==> src/hdl/gsp_pkg.sv <==
// Package for the gray stretch and posterize core.
// Holds the constants, register indexes, state type and divider status type.
// Used by gsp_div, gray_stretch_posterize_core and gsp_chk.
package gsp_pkg;

	localparam logic [7:0] LOW_THR  = 8'd30;
	localparam logic [7:0] HIGH_THR = 8'd225;
	localparam logic [7:0] FULL     = 8'd255;
	localparam logic [7:0] STEP_NUM = 8'd195;

	localparam int CFG_IDX_W  = 2;
	localparam int CFG_DATA_W = 12;

	localparam logic [CFG_IDX_W-1:0] CFG_INVERT = 2'd0;
	localparam logic [CFG_IDX_W-1:0] CFG_LEVELS = 2'd1;
	localparam logic [CFG_IDX_W-1:0] CFG_GAIN   = 2'd2;
	localparam logic [CFG_IDX_W-1:0] CFG_OFFSET = 2'd3;

	localparam logic MODE_MEASURE = 1'b0;
	localparam logic MODE_MAP     = 1'b1;

	localparam logic [7:0]  LEVELS_RST = 8'd8;
	localparam logic [7:0]  STEP_RST   = 8'd24;
	localparam logic [11:0] GAIN_RST   = 12'd256;
	localparam logic [8:0]  OFFSET_RST = 9'd0;

	typedef enum logic [3:0] {
		ST_IDLE,
		ST_STEP,
		ST_PREP,
		ST_SDIV,
		ST_GAIN,
		ST_RND,
		ST_POST,
		ST_PDIV,
		ST_QUANT,
		ST_FIN
	} state_t;

	typedef struct packed {
		logic busy;
		logic done;
	} div_stat_t;

endpackage

==> src/hdl/gsp_div.sv <==
// Shared restoring divider producing an 8-bit quotient, one bit per cycle.
// The dividend's upper byte must be below the divisor. Depends on gsp_pkg.
module gsp_div
	import gsp_pkg::*;
(
	input  logic        clk,
	input  logic        arst_n,
	input  logic        start,
	input  logic [15:0] dividend,
	input  logic [7:0]  divisor,
	output div_stat_t   stat,
	output logic [7:0]  quotient
);

	logic [7:0] rem_q;
	logic [7:0] sh_q;
	logic [7:0] den_q;
	logic [2:0] cnt_q;
	logic       busy_q;
	logic       done_q;
	logic [8:0] trial;
	logic       qbit;
	logic [7:0] rem_nxt;

	always_comb begin
		trial   = {rem_q, sh_q[7]};
		qbit    = (trial >= {1'b0, den_q});
		rem_nxt = qbit ? 8'(trial - {1'b0, den_q}) : trial[7:0];
	end

	always_ff @(posedge clk or negedge arst_n) begin
		if (!arst_n) begin
			busy_q <= 1'b0;
			done_q <= 1'b0;
			cnt_q  <= '0;
		end else begin
			done_q <= 1'b0;
			if (start) begin
				busy_q <= 1'b1;
				cnt_q  <= '0;
			end else if (busy_q) begin
				cnt_q <= cnt_q + 3'd1;
				if (cnt_q == 3'd7) begin
					busy_q <= 1'b0;
					done_q <= 1'b1;
				end
			end
		end
	end

	always_ff @(posedge clk) begin
		if (start) begin
			rem_q <= dividend[15:8];
			sh_q  <= dividend[7:0];
			den_q <= divisor;
		end else if (busy_q) begin
			rem_q <= rem_nxt;
			sh_q  <= {sh_q[6:0], qbit};
		end
	end

	assign stat.busy = busy_q;
	assign stat.done = done_q;
	assign quotient  = sh_q;

endmodule

==> src/hdl/gray_stretch_posterize_core.sv <==
// Top level of the gray stretch and posterize core.
// Depends on gsp_pkg and the shared divider gsp_div.
//
// Pixels arrive on the s_ stream: s_tdata holds the pixel, s_tuser holds the
// mode (measure or map) and the frame start flag. A measure transaction
// updates the running minimum and maximum and yields no result; the core stays
// in its idle state. A map transaction yields one posterized level on the m_ stream.
// A map pixel runs through one divider that gives one quotient bit a cycle:
// setup, the stretch division, the gain multiply and rounding, the posterize
// compare, the posterize division, quantization and the output step, which
// raises m_tvalid; s_tready stays low meanwhile, so the core takes no new
// pixel before the last map pixel is through. A flat range skips the stretch
// division and a level outside the thresholds skips the posterize division
// and quantization. Writing level_count starts a step division that keeps
// s_tready low until it completes. The result sits in an output register, so
// the next pixel is accepted while it waits; a stalled receiver holds m_tdata
// and the next map pixel waits at its last step until the register frees.
// Reset clears the minimum to 255, the maximum to 0 and the registers to
// invert 0, level_count 8, contrast_gain 256 and contrast_offset 0.
module gray_stretch_posterize_core
	import gsp_pkg::*;
(
	input  logic                  clk,
	input  logic                  arst_n,
	input  logic                  cfg_we,
	input  logic [CFG_IDX_W-1:0]  cfg_index,
	input  logic [CFG_DATA_W-1:0] cfg_data,
	input  logic                  s_tvalid,
	output logic                  s_tready,
	input  logic [7:0]            s_tdata,  // [7:0] pixel
	input  logic [1:0]            s_tuser,  // [0] mode, [1] frame_start
	output logic                  m_tvalid,
	input  logic                  m_tready,
	output logic [7:0]            m_tdata   // [7:0] level
);

	state_t      state_q, state_n;
	logic        invert_q;
	logic [7:0]  levels_q;
	logic [11:0] gain_q;
	logic [8:0]  offset_q;
	logic [7:0]  step_q;
	logic        step_pend_q;
	logic [7:0]  min_q;
	logic [7:0]  max_q;
	logic [7:0]  pix_q;
	logic [7:0]  s_q;
	logic [19:0] prod_q;
	logic [7:0]  v_q;
	logic [7:0]  res_q;
	logic [7:0]  k_q;
	logic        m_tvalid_q;
	logic [7:0]  m_tdata_q;

	logic        in_acc;
	logic [7:0]  pix_in;
	logic        out_free;
	logic        flat;
	logic [7:0]  pix_c;
	logic [7:0]  diff;
	logic        post_low;
	logic        post_high;
	logic [21:0] sum;
	logic [12:0] rq;
	logic        rup;
	logic [13:0] rq1;
	logic [7:0]  vrnd;
	logic [15:0] kstep;
	logic [16:0] knext;
	logic [7:0]  quant;

	logic        div_start;
	logic [15:0] div_dividend;
	logic [7:0]  div_divisor;
	div_stat_t   div_stat;
	logic [7:0]  div_quo;

	gsp_div u_div (
		.clk      (clk),
		.arst_n   (arst_n),
		.start    (div_start),
		.dividend (div_dividend),
		.divisor  (div_divisor),
		.stat     (div_stat),
		.quotient (div_quo)
	);

	always_comb begin
		in_acc    = s_tvalid && s_tready;
		pix_in    = invert_q ? ~s_tdata : s_tdata;
		out_free  = !m_tvalid_q || m_tready;
		flat      = (max_q <= min_q);
		pix_c     = (pix_q < min_q) ? min_q : ((pix_q > max_q) ? max_q : pix_q);
		diff      = pix_c - min_q;
		post_low  = (v_q < LOW_THR);
		post_high = (v_q > HIGH_THR);
		sum       = 22'({2'b00, prod_q}) + {{5{offset_q[8]}}, offset_q, 8'd0};
		rq        = sum[20:8];
		rup       = (sum[7:0] > 8'd128) || ((sum[7:0] == 8'd128) && rq[0]);
		rq1       = {1'b0, rq} + {13'd0, rup};
		if (sum[21] || (sum == '0)) begin
			vrnd = 8'd0;
		end else if (rq1 > 14'({FULL})) begin
			vrnd = FULL;
		end else begin
			vrnd = rq1[7:0];
		end
		kstep = {8'd0, k_q} * {8'd0, step_q};
		knext = {1'b0, kstep} + {9'd0, step_q} + {9'd0, LOW_THR};
		quant = (knext < 17'({HIGH_THR})) ? 8'(kstep + {8'd0, LOW_THR}) : HIGH_THR;
	end

	always_comb begin
		state_n = state_q;
		case (state_q)
			ST_IDLE: begin
				if (step_pend_q) begin
					state_n = ST_STEP;
				end else if (in_acc && (s_tuser[0] == MODE_MAP)) begin
					state_n = ST_PREP;
				end
			end
			ST_STEP: begin
				if (div_stat.done) begin
					state_n = ST_IDLE;
				end
			end
			ST_PREP:  state_n = flat ? ST_GAIN : ST_SDIV;
			ST_SDIV: begin
				if (div_stat.done) begin
					state_n = ST_GAIN;
				end
			end
			ST_GAIN:  state_n = ST_RND;
			ST_RND:   state_n = ST_POST;
			ST_POST:  state_n = (post_low || post_high) ? ST_FIN : ST_PDIV;
			ST_PDIV: begin
				if (div_stat.done) begin
					state_n = ST_QUANT;
				end
			end
			ST_QUANT: state_n = ST_FIN;
			ST_FIN: begin
				if (out_free) begin
					state_n = ST_IDLE;
				end
			end
			default:  state_n = ST_IDLE;
		endcase
	end

	always_comb begin
		s_tready     = 1'b0;
		div_start    = 1'b0;
		div_dividend = '0;
		div_divisor  = step_q;
		case (state_q)
			ST_IDLE: begin
				s_tready     = !step_pend_q;
				div_start    = step_pend_q;
				div_dividend = {8'd0, STEP_NUM};
				div_divisor  = (levels_q == 8'd0) ? 8'd1 : levels_q;
			end
			ST_PREP: begin
				div_start    = !flat;
				div_dividend = {diff, 8'd0} - {8'd0, diff};
				div_divisor  = max_q - min_q;
			end
			ST_POST: begin
				div_start    = !(post_low || post_high);
				div_dividend = {8'd0, 8'(v_q - LOW_THR)};
				div_divisor  = step_q;
			end
			default: begin
				s_tready = 1'b0;
			end
		endcase
	end

	always_ff @(posedge clk or negedge arst_n) begin
		if (!arst_n) begin
			state_q     <= ST_IDLE;
			invert_q    <= 1'b0;
			levels_q    <= LEVELS_RST;
			gain_q      <= GAIN_RST;
			offset_q    <= OFFSET_RST;
			step_q      <= STEP_RST;
			step_pend_q <= 1'b0;
			min_q       <= FULL;
			max_q       <= 8'd0;
			m_tvalid_q  <= 1'b0;
		end else begin
			state_q <= state_n;
			if (cfg_we) begin
				case (cfg_index)
					CFG_INVERT: invert_q <= cfg_data[0];
					CFG_LEVELS: begin
						levels_q    <= cfg_data[7:0];
						step_pend_q <= 1'b1;
					end
					CFG_GAIN:   gain_q   <= cfg_data[11:0];
					CFG_OFFSET: offset_q <= cfg_data[8:0];
					default:    invert_q <= invert_q;
				endcase
			end else if ((state_q == ST_IDLE) && step_pend_q) begin
				step_pend_q <= 1'b0;
			end
			if ((state_q == ST_STEP) && div_stat.done) begin
				step_q <= (div_quo == 8'd0) ? 8'd1 : div_quo;
			end
			if (in_acc && (s_tuser[0] == MODE_MEASURE)) begin
				if (s_tuser[1]) begin
					min_q <= pix_in;
					max_q <= pix_in;
				end else begin
					if (pix_in < min_q) begin
						min_q <= pix_in;
					end
					if (pix_in > max_q) begin
						max_q <= pix_in;
					end
				end
			end
			if ((state_q == ST_FIN) && out_free) begin
				m_tvalid_q <= 1'b1;
			end else if (m_tready) begin
				m_tvalid_q <= 1'b0;
			end
		end
	end

	always_ff @(posedge clk) begin
		if (in_acc) begin
			pix_q <= pix_in;
		end
		if ((state_q == ST_PREP) && flat) begin
			s_q <= 8'd0;
		end else if ((state_q == ST_SDIV) && div_stat.done) begin
			s_q <= div_quo;
		end
		if (state_q == ST_GAIN) begin
			prod_q <= {12'd0, s_q} * {8'd0, gain_q};
		end
		if (state_q == ST_RND) begin
			v_q <= vrnd;
		end
		if (state_q == ST_POST) begin
			res_q <= post_low ? 8'd0 : FULL;
		end
		if ((state_q == ST_PDIV) && div_stat.done) begin
			k_q <= div_quo;
		end
		if (state_q == ST_QUANT) begin
			res_q <= quant;
		end
		if ((state_q == ST_FIN) && out_free) begin
			m_tdata_q <= res_q;
		end
	end

	assign m_tvalid = m_tvalid_q;
	assign m_tdata  = m_tdata_q;

endmodule

==> config.mk <==
export PLATFORM = sky130hd
export DESIGN_NAME = gray_stretch_posterize_core
export DESIGN_NICKNAME = d
export VERILOG_FILES = /design/src/hdl/gsp_pkg.sv /design/src/hdl/gsp_div.sv /design/src/hdl/gray_stretch_posterize_core.sv
export SDC_FILE = /design/constraint.sdc
export NUM_CORES = 1
export LEC_CHECK = 0
export ABC_AREA = 1
export BUFFER_PORTS_ARGS = -buffer_cell sky130_fd_sc_hd__buf_2
export CAP_MARGIN = 20
export CELL_PAD_IN_SITES_DETAIL_PLACEMENT = 1
export CELL_PAD_IN_SITES_GLOBAL_PLACEMENT = 1
export CORE_MARGIN = 1
export CORE_UTILIZATION = 40
export CTS_CLUSTER_SIZE = 40
export DETAILED_ROUTE_END_ITERATION = 8
export GPL_ROUTABILITY_DRIVEN = 0
export PLACE_DENSITY = 0.77
export SLEW_MARGIN = 10
export SYNTH_ARGS = -nofsm -noshare
export SYNTH_HDL_FRONTEND = slang
export SYNTH_SLANG_ARGS = --single-unit
==> constraint.sdc <==
create_clock -name clk -period 15.3 [get_ports clk]
set_input_delay 0.765 -clock clk [delete_from_list [all_inputs] [get_ports clk]]
set_output_delay 0.765 -clock clk [all_outputs]
set_load 0.02 [all_outputs]
Word-level counts from Yosys, hierarchy flattened:

Cells that the tools add are included.

* add/subtract/negate cells: 11
* multipliers: 2
* magnitude comparators: 11
* equality and inequality tests: 20
* mux-type cells: 45
* bitwise logic cells: 2
* reductions and logical operators: 37

Operators by type and width (count)
* 8-bit 2-to-1 mux: 19
* 16-bit case mux with 3 select lines: 1
* 4-bit case mux with 10 select lines: 1
* 4-bit 2-to-1 mux: 7
* 8-bit subtractor: 3
* 21-bit by 17-bit adder with 22-bit output: 1
* 22-bit zero test: 1
* 8-bit by 12-bit multiplier with 20-bit output: 1
* 16-bit by 8-bit adder with 17-bit output: 1
* 17-bit by 5-bit adder with 17-bit output, second input constant: 1
* 17-bit by 8-bit < comparator with 1-bit output, second input constant: 1
* 4-bit by 3-bit == test with 1-bit output, second input constant: 4
* 8-bit greater-than comparator: 2
* 8-bit greater-than comparator, second input constant: 2
* 8-bit zero test: 2
* 8-bit < comparator: 2
* 8-bit by 8-bit multiplier with 16-bit output: 1
* 8-bit case mux with 2 select lines: 1
* 16-bit by 8-bit subtractor with 16-bit output: 1
* 13-bit by 1-bit adder with 14-bit output: 1
* 14-bit by 8-bit greater-than comparator with 1-bit output, second input constant: 1
* 2-bit AND reduction: 7
* 1-bit 2-to-1 mux: 12
* 2-bit nonzero test: 6
* other kinds (26): 49

* register bits: 157
* output and inout bits: 10
* word-level logic and storage cells: 151

Logic depth before layout (Yosys ltp):

* depth after elaboration: 7
* depth in mapped cells: 33

By module:

Synthesis repeated with hierarchy kept, for this count alone.

* cell total of the unflattened synthesis: 2007
* area, all modules: 15712.6 um^2

Modules (own cells, without submodules)
* gray_stretch_posterize_core: instances 1, cells each 1802, area each 13957.1 um^2
* gsp_div: instances 1, cells each 205, area each 1755.4 um^2

Worst setup path before layout:

OpenSTA, ideal clock, no wires.

* path kind: register to register
* start point: reg step_q[4]
* end point: reg res_q[0], data pin
* library setup time: 258 ps
* arrival: 5274 ps
* data required time: 15042 ps
* slack: 9767 ps
* stages on the path, launching flop included: 30
* buffers on the path: 1
* period minus slack after synthesis: 5533 ps
* cells stage by stage: dfstp_2 -> clkbuf_1 -> nand2_1 -> fa_1 -> fa_1 -> inv_1 -> fa_1 -> inv_1 -> fa_1 -> inv_1 -> ha_1 -> xor2_1 -> ha_1 -> ha_1 -> nand2_1 -> inv_1 -> nand2_1 -> nand2_1 -> a21oi_1 -> inv_1 -> nand3_1 -> inv_1 -> nand2_1 -> nand2_1 -> inv_1 -> nand3_1 -> nor2_4 -> nand3_1 -> nand2_1 -> nand2_1

* cells in the longest elaborated chain, start to end: 6

Ends and longest elaborated chain
* from (decl): line gray_stretch_posterize_core.sv:42 `logic [7:0] step_q;`
* from (signal assigned): line gray_stretch_posterize_core.sv:209 `step_q <= (div_quo == 8'd0) ? 8'd1 : div_quo;`
* 8-bit by 8-bit multiplier with 16-bit output: line gray_stretch_posterize_core.sv:108 `kstep = {8'd0, k_q} * {8'd0, step_q};`
* 16-bit by 8-bit adder with 17-bit output (*): line gray_stretch_posterize_core.sv:109 `knext = {1'b0, kstep} + {9'd0, step_q} + {9'd0, LOW_THR};`
* 17-bit by 5-bit adder with 17-bit output (*): line gray_stretch_posterize_core.sv:109
* 17-bit by 8-bit < comparator with 1-bit output (*): line gray_stretch_posterize_core.sv:110 `quant = (knext < 17'({HIGH_THR})) ? 8'(kstep + {8'd0, LOW_THR}) : HIGH_THR;`
* 8-bit 2-to-1 mux (*): line gray_stretch_posterize_core.sv:110
* 8-bit 2-to-1 mux (*): line gray_stretch_posterize_core.sv:253 `if (state_q == ST_QUANT) begin`
* to (signal assigned): line gray_stretch_posterize_core.sv:248 `res_q <= post_low ? 8'd0 : FULL;`
* to (signal assigned): line gray_stretch_posterize_core.sv:254 `res_q <= quant;`
* to (decl): line gray_stretch_posterize_core.sv:50 `logic [7:0] res_q;`

Mark *: on every way between the ends. The rest lies on a longest branch, timed or not.
A chain may end at the register's enable or synchronous reset.

Final worst setup path:

* start point: reg step_q[6]
* end point: reg res_q[5], data pin

Same word-level chain as after synthesis.

==> metrics <==
Seq/Total Area, Yosys 28.0%; Post-Syn Area per Cell between 7 and 8 um^2; Mapped Cells 1,958; antenna-violating nets left 0; Nets 2,262; min Tclk post-route 5.95 ns; PwrDens 222 nW/um^2; Setup Fix Bufs, Post-CTS 0; Hold Buf Count CTS 0; Tcrit/Tclk final around two fifths; LEAKAGE 9.11 nW; post-synthesis register bit count 157; Pwr Total 0.00371 W; Worst setup SP type flip-flop; Yosys warnings 0; Post-DP Area 16,100 um^2; # DRC 0; Hold Violations, Final 0; post-DR wirelength/cell 16.9 um; core footprint 37,800 um^2; H-tree level count 4; Final WS setup 9.35 ns; Die Y 198 um; CTS root buffer clkbuf_16; Max Clk Rate 168 MHz; asr flop ratio synth 41.4%; Crit path largest cell delay 0.60 ns; Clock Latency Late Sink 0.45 ns; # port buffers 38; die width 198 um; Hold/Removal Path Class flip-flop to flip-flop; vias per std cell approximately 5.1; dpl ws slightly above 9 ns; clk_skew about 0.011 ns; GRT Residual Overflow 0; hold endpoint m_tdata[2]$_DFFE_PP_; Hold Crit Depth 0; Final Max Slew Viols 0; Slew @ Worst Pin 0.971 ns; crit-path leading delay family adder cells; DR pass1 iterations 5; number of enable flip-flop cells after synthesis 84; CTS resizes 0; Clock Path Buffers 2; final instance area 16,700 um^2; Overall Global Routing Usage 22.9%; R2R depth 28; antenna violations before repair 1; share of layout cells above drive strength 1 7.82%; library cells used by synthesis 57; clock sinks 157; setup TNS 0 ns; Critical Path End Type flip-flop; most common cell after layout, fill and taps aside nand2_1; DR vias 12,675; CP Class flip-flop to flip-flop; worst endpoint required time approximately 16 ns; Std-Cell Rows about 70; Mapped Area 15,400 um^2; RR Startpoint step_q[6]$_DFFE_PN0P_; flop2flop setup slack 9.35 ns; crit-path max FO 11; hold_sp res_q[2]$_DFFE_PN_; TritonCTS clock tree done; vias in the first global route 13,841; number of buffers and inverters on the critical path 7; worst path arrival time 6.15 ns; Routed WL ~42,000 um; R2R Path End res_q[5]$_DFFE_PN_; maximum VDD drop 0.125 mV; area growth from synthesis to layout 8.11%; Worst slew margin 35.3%; maxcap violations 0; first-pass GRT wire length around 71,000 um; status finished, final reports clean; # IOs 39; RSZ-0062 raised after global routing no; CP most frequent cell nand2_1; ys flop type edfxtp_1; Initial Util 40.8%; Finish-stage setup viols 0; largest net degree at the start of global routing 66; slowest CP cell dfrtp_1; post-synthesis net count 2,252; Num CTS Buffers 17; Worst-path clk slew 0.07 ns; most frequent cells in the layout nand2_1 (506), inv_1 (405), ha_1 (164), fa_1 (101), nand3_1 (91); DP HPWL approximately 34,000 um; die area between 30,000 and 40,000 um^2; Initial DRC Count 561
-- cell type report --
class | instances | area [um^2]
Clock inverter | 15 | 178
Tap cell | 511 | 639
Antenna cell | 1 | 2.50
Fill cell | 4726 | 21200
Multi-Input combinational cell | 1332 | 9320
Inverter | 419 | 1570
Clock buffer | 17 | 425
Sequential cell | 157 | 4320
Timing Repair Buffer | 41 | 218
-- logic make-up (layout without fill, tap and decap cells) --
group	after synthesis	count (layout)	share of synthesized area, %
xor+xnor	67	67	4.19
other cells	0	1	0
buf+inv	469	492	11.6
mux	4	4	0.292
compound gates	236	236	8.45
simple gates	760	760	21.1
fa+ha+maj	265	265	26.4
flops	157	157	28.0
-- cells in the mapped netlist, drive strengths merged, types with 2 or more instances --
master | instances | area [um^2]
a21boi | 4 | 30.0
a21o | 4 | 30.0
a21oi | 84 | 435
a31oi | 2 | 12.5
buf | 14 | 78.8
clkbuf | 36 | 135
dfrtp | 53 | 1330
dfstp | 12 | 315
dfxtp | 8 | 160
edfxtp | 84 | 2520
fa | 101 | 2020
ha | 164 | 2050
inv | 418 | 1570
mux2 | 4 | 45.0
nand2 | 521 | 2000
nand3 | 98 | 526
nand3b | 5 | 37.5
nand4 | 19 | 134
nor2 | 95 | 409
nor3 | 11 | 76.3
nor4 | 5 | 31.3
o211ai | 5 | 37.5
o21ai | 114 | 578
o21bai | 3 | 22.5
o221ai | 4 | 35.0
o22ai | 4 | 25.0
o31ai | 5 | 37.5
or2 | 4 | 25.0
xnor2 | 26 | 228
xor2 | 41 | 419
-- routing by layer --
| metal | up-vias | part of all wire (%) | global-route usage, % |
|---|---|---|---|
| met5 | - | 0 | 0 |
| met4 | 0 | 2.1 | 7.18 |
| met3 | 53 | 2.0 | 1.73 |
| met2 | 154 | 52 | 42.4 |
| met1 | 6314 | 44 | 28.2 |
| li1 | 6154 | - | - |
-- where the power goes --
group	internal (W)	leakage, nW	switching [W]
logic	0.000870	7.17	0.00162
clock network	0.000247	0.294	0.000201
registers	0.000618	1.65	0.000155
total	0.00173	9.11	0.00197
-- state kept, by name, indices dropped and copies added, names as in the netlist, 3 cells and up --
name / flops
gain_q: 12
k_q: 8
levels_q: 8
m_tdata: 8
max_q: 8
min_q: 8
offset_q: 9
pix_q: 8
prod_q: 20
res_q: 8
s_q: 8
state_q: 4
step_q: 8
u_div.cnt_q: 3
u_div.den_q: 8
u_div.quotient: 8
u_div.rem_q: 8
v_q: 8
-- how the worst max path moves through the flow --
stage | startpoint | to | cells after the start | slack, ns
after floorplan | step_q[4]$_DFFE_PN1P_ | res_q[0]$_DFFE_PN_ | 29 | 9.77
final | step_q[6]$_DFFE_PN0P_ | res_q[5]$_DFFE_PN_ | 28 | 9.35
after CTS | step_q[7]$_DFFE_PN0P_ | res_q[5]$_DFFE_PN_ | 28 | 9.31
after detailed placement | step_q[6]$_DFFE_PN0P_ | res_q[5]$_DFFE_PN_ | 28 | 9.33
after global routing | step_q[4]$_DFFE_PN1P_ | res_q[7]$_DFFE_PN_ | 32 | 8.92
after global placement | step_q[7]$_DFFE_PN0P_ | res_q[7]$_DFFE_PN_ | 28 | 9.58
-- per-stage QoR --
step / utilization [%] / hold slack [ns] / std cells
after floorplan: - / 0.400 / 1958
after global placement: 42.4 / 0.418 / 2458
after detailed placement: 42.4 / 0.407 / 2458
after CTS: 44.0 / 0.423 / 2490
after global routing: 44.1 / 0.425 / 2493
final: 44.1 / 0.423 / 2493
-- worst register-to-register path, delay by kind of cell, from the launching register on --
family,cells,cell delay (ns)
buffers and inverters,7,0.40
and+or+nand+nor,12,1.12
xor gates and xnor gates,1,0.26
adders and majority gates,7,3.12
AOI/OAI and AO/OA,1,0.20
DFF,1,0.60
Power figures use the tool's default switching activity.
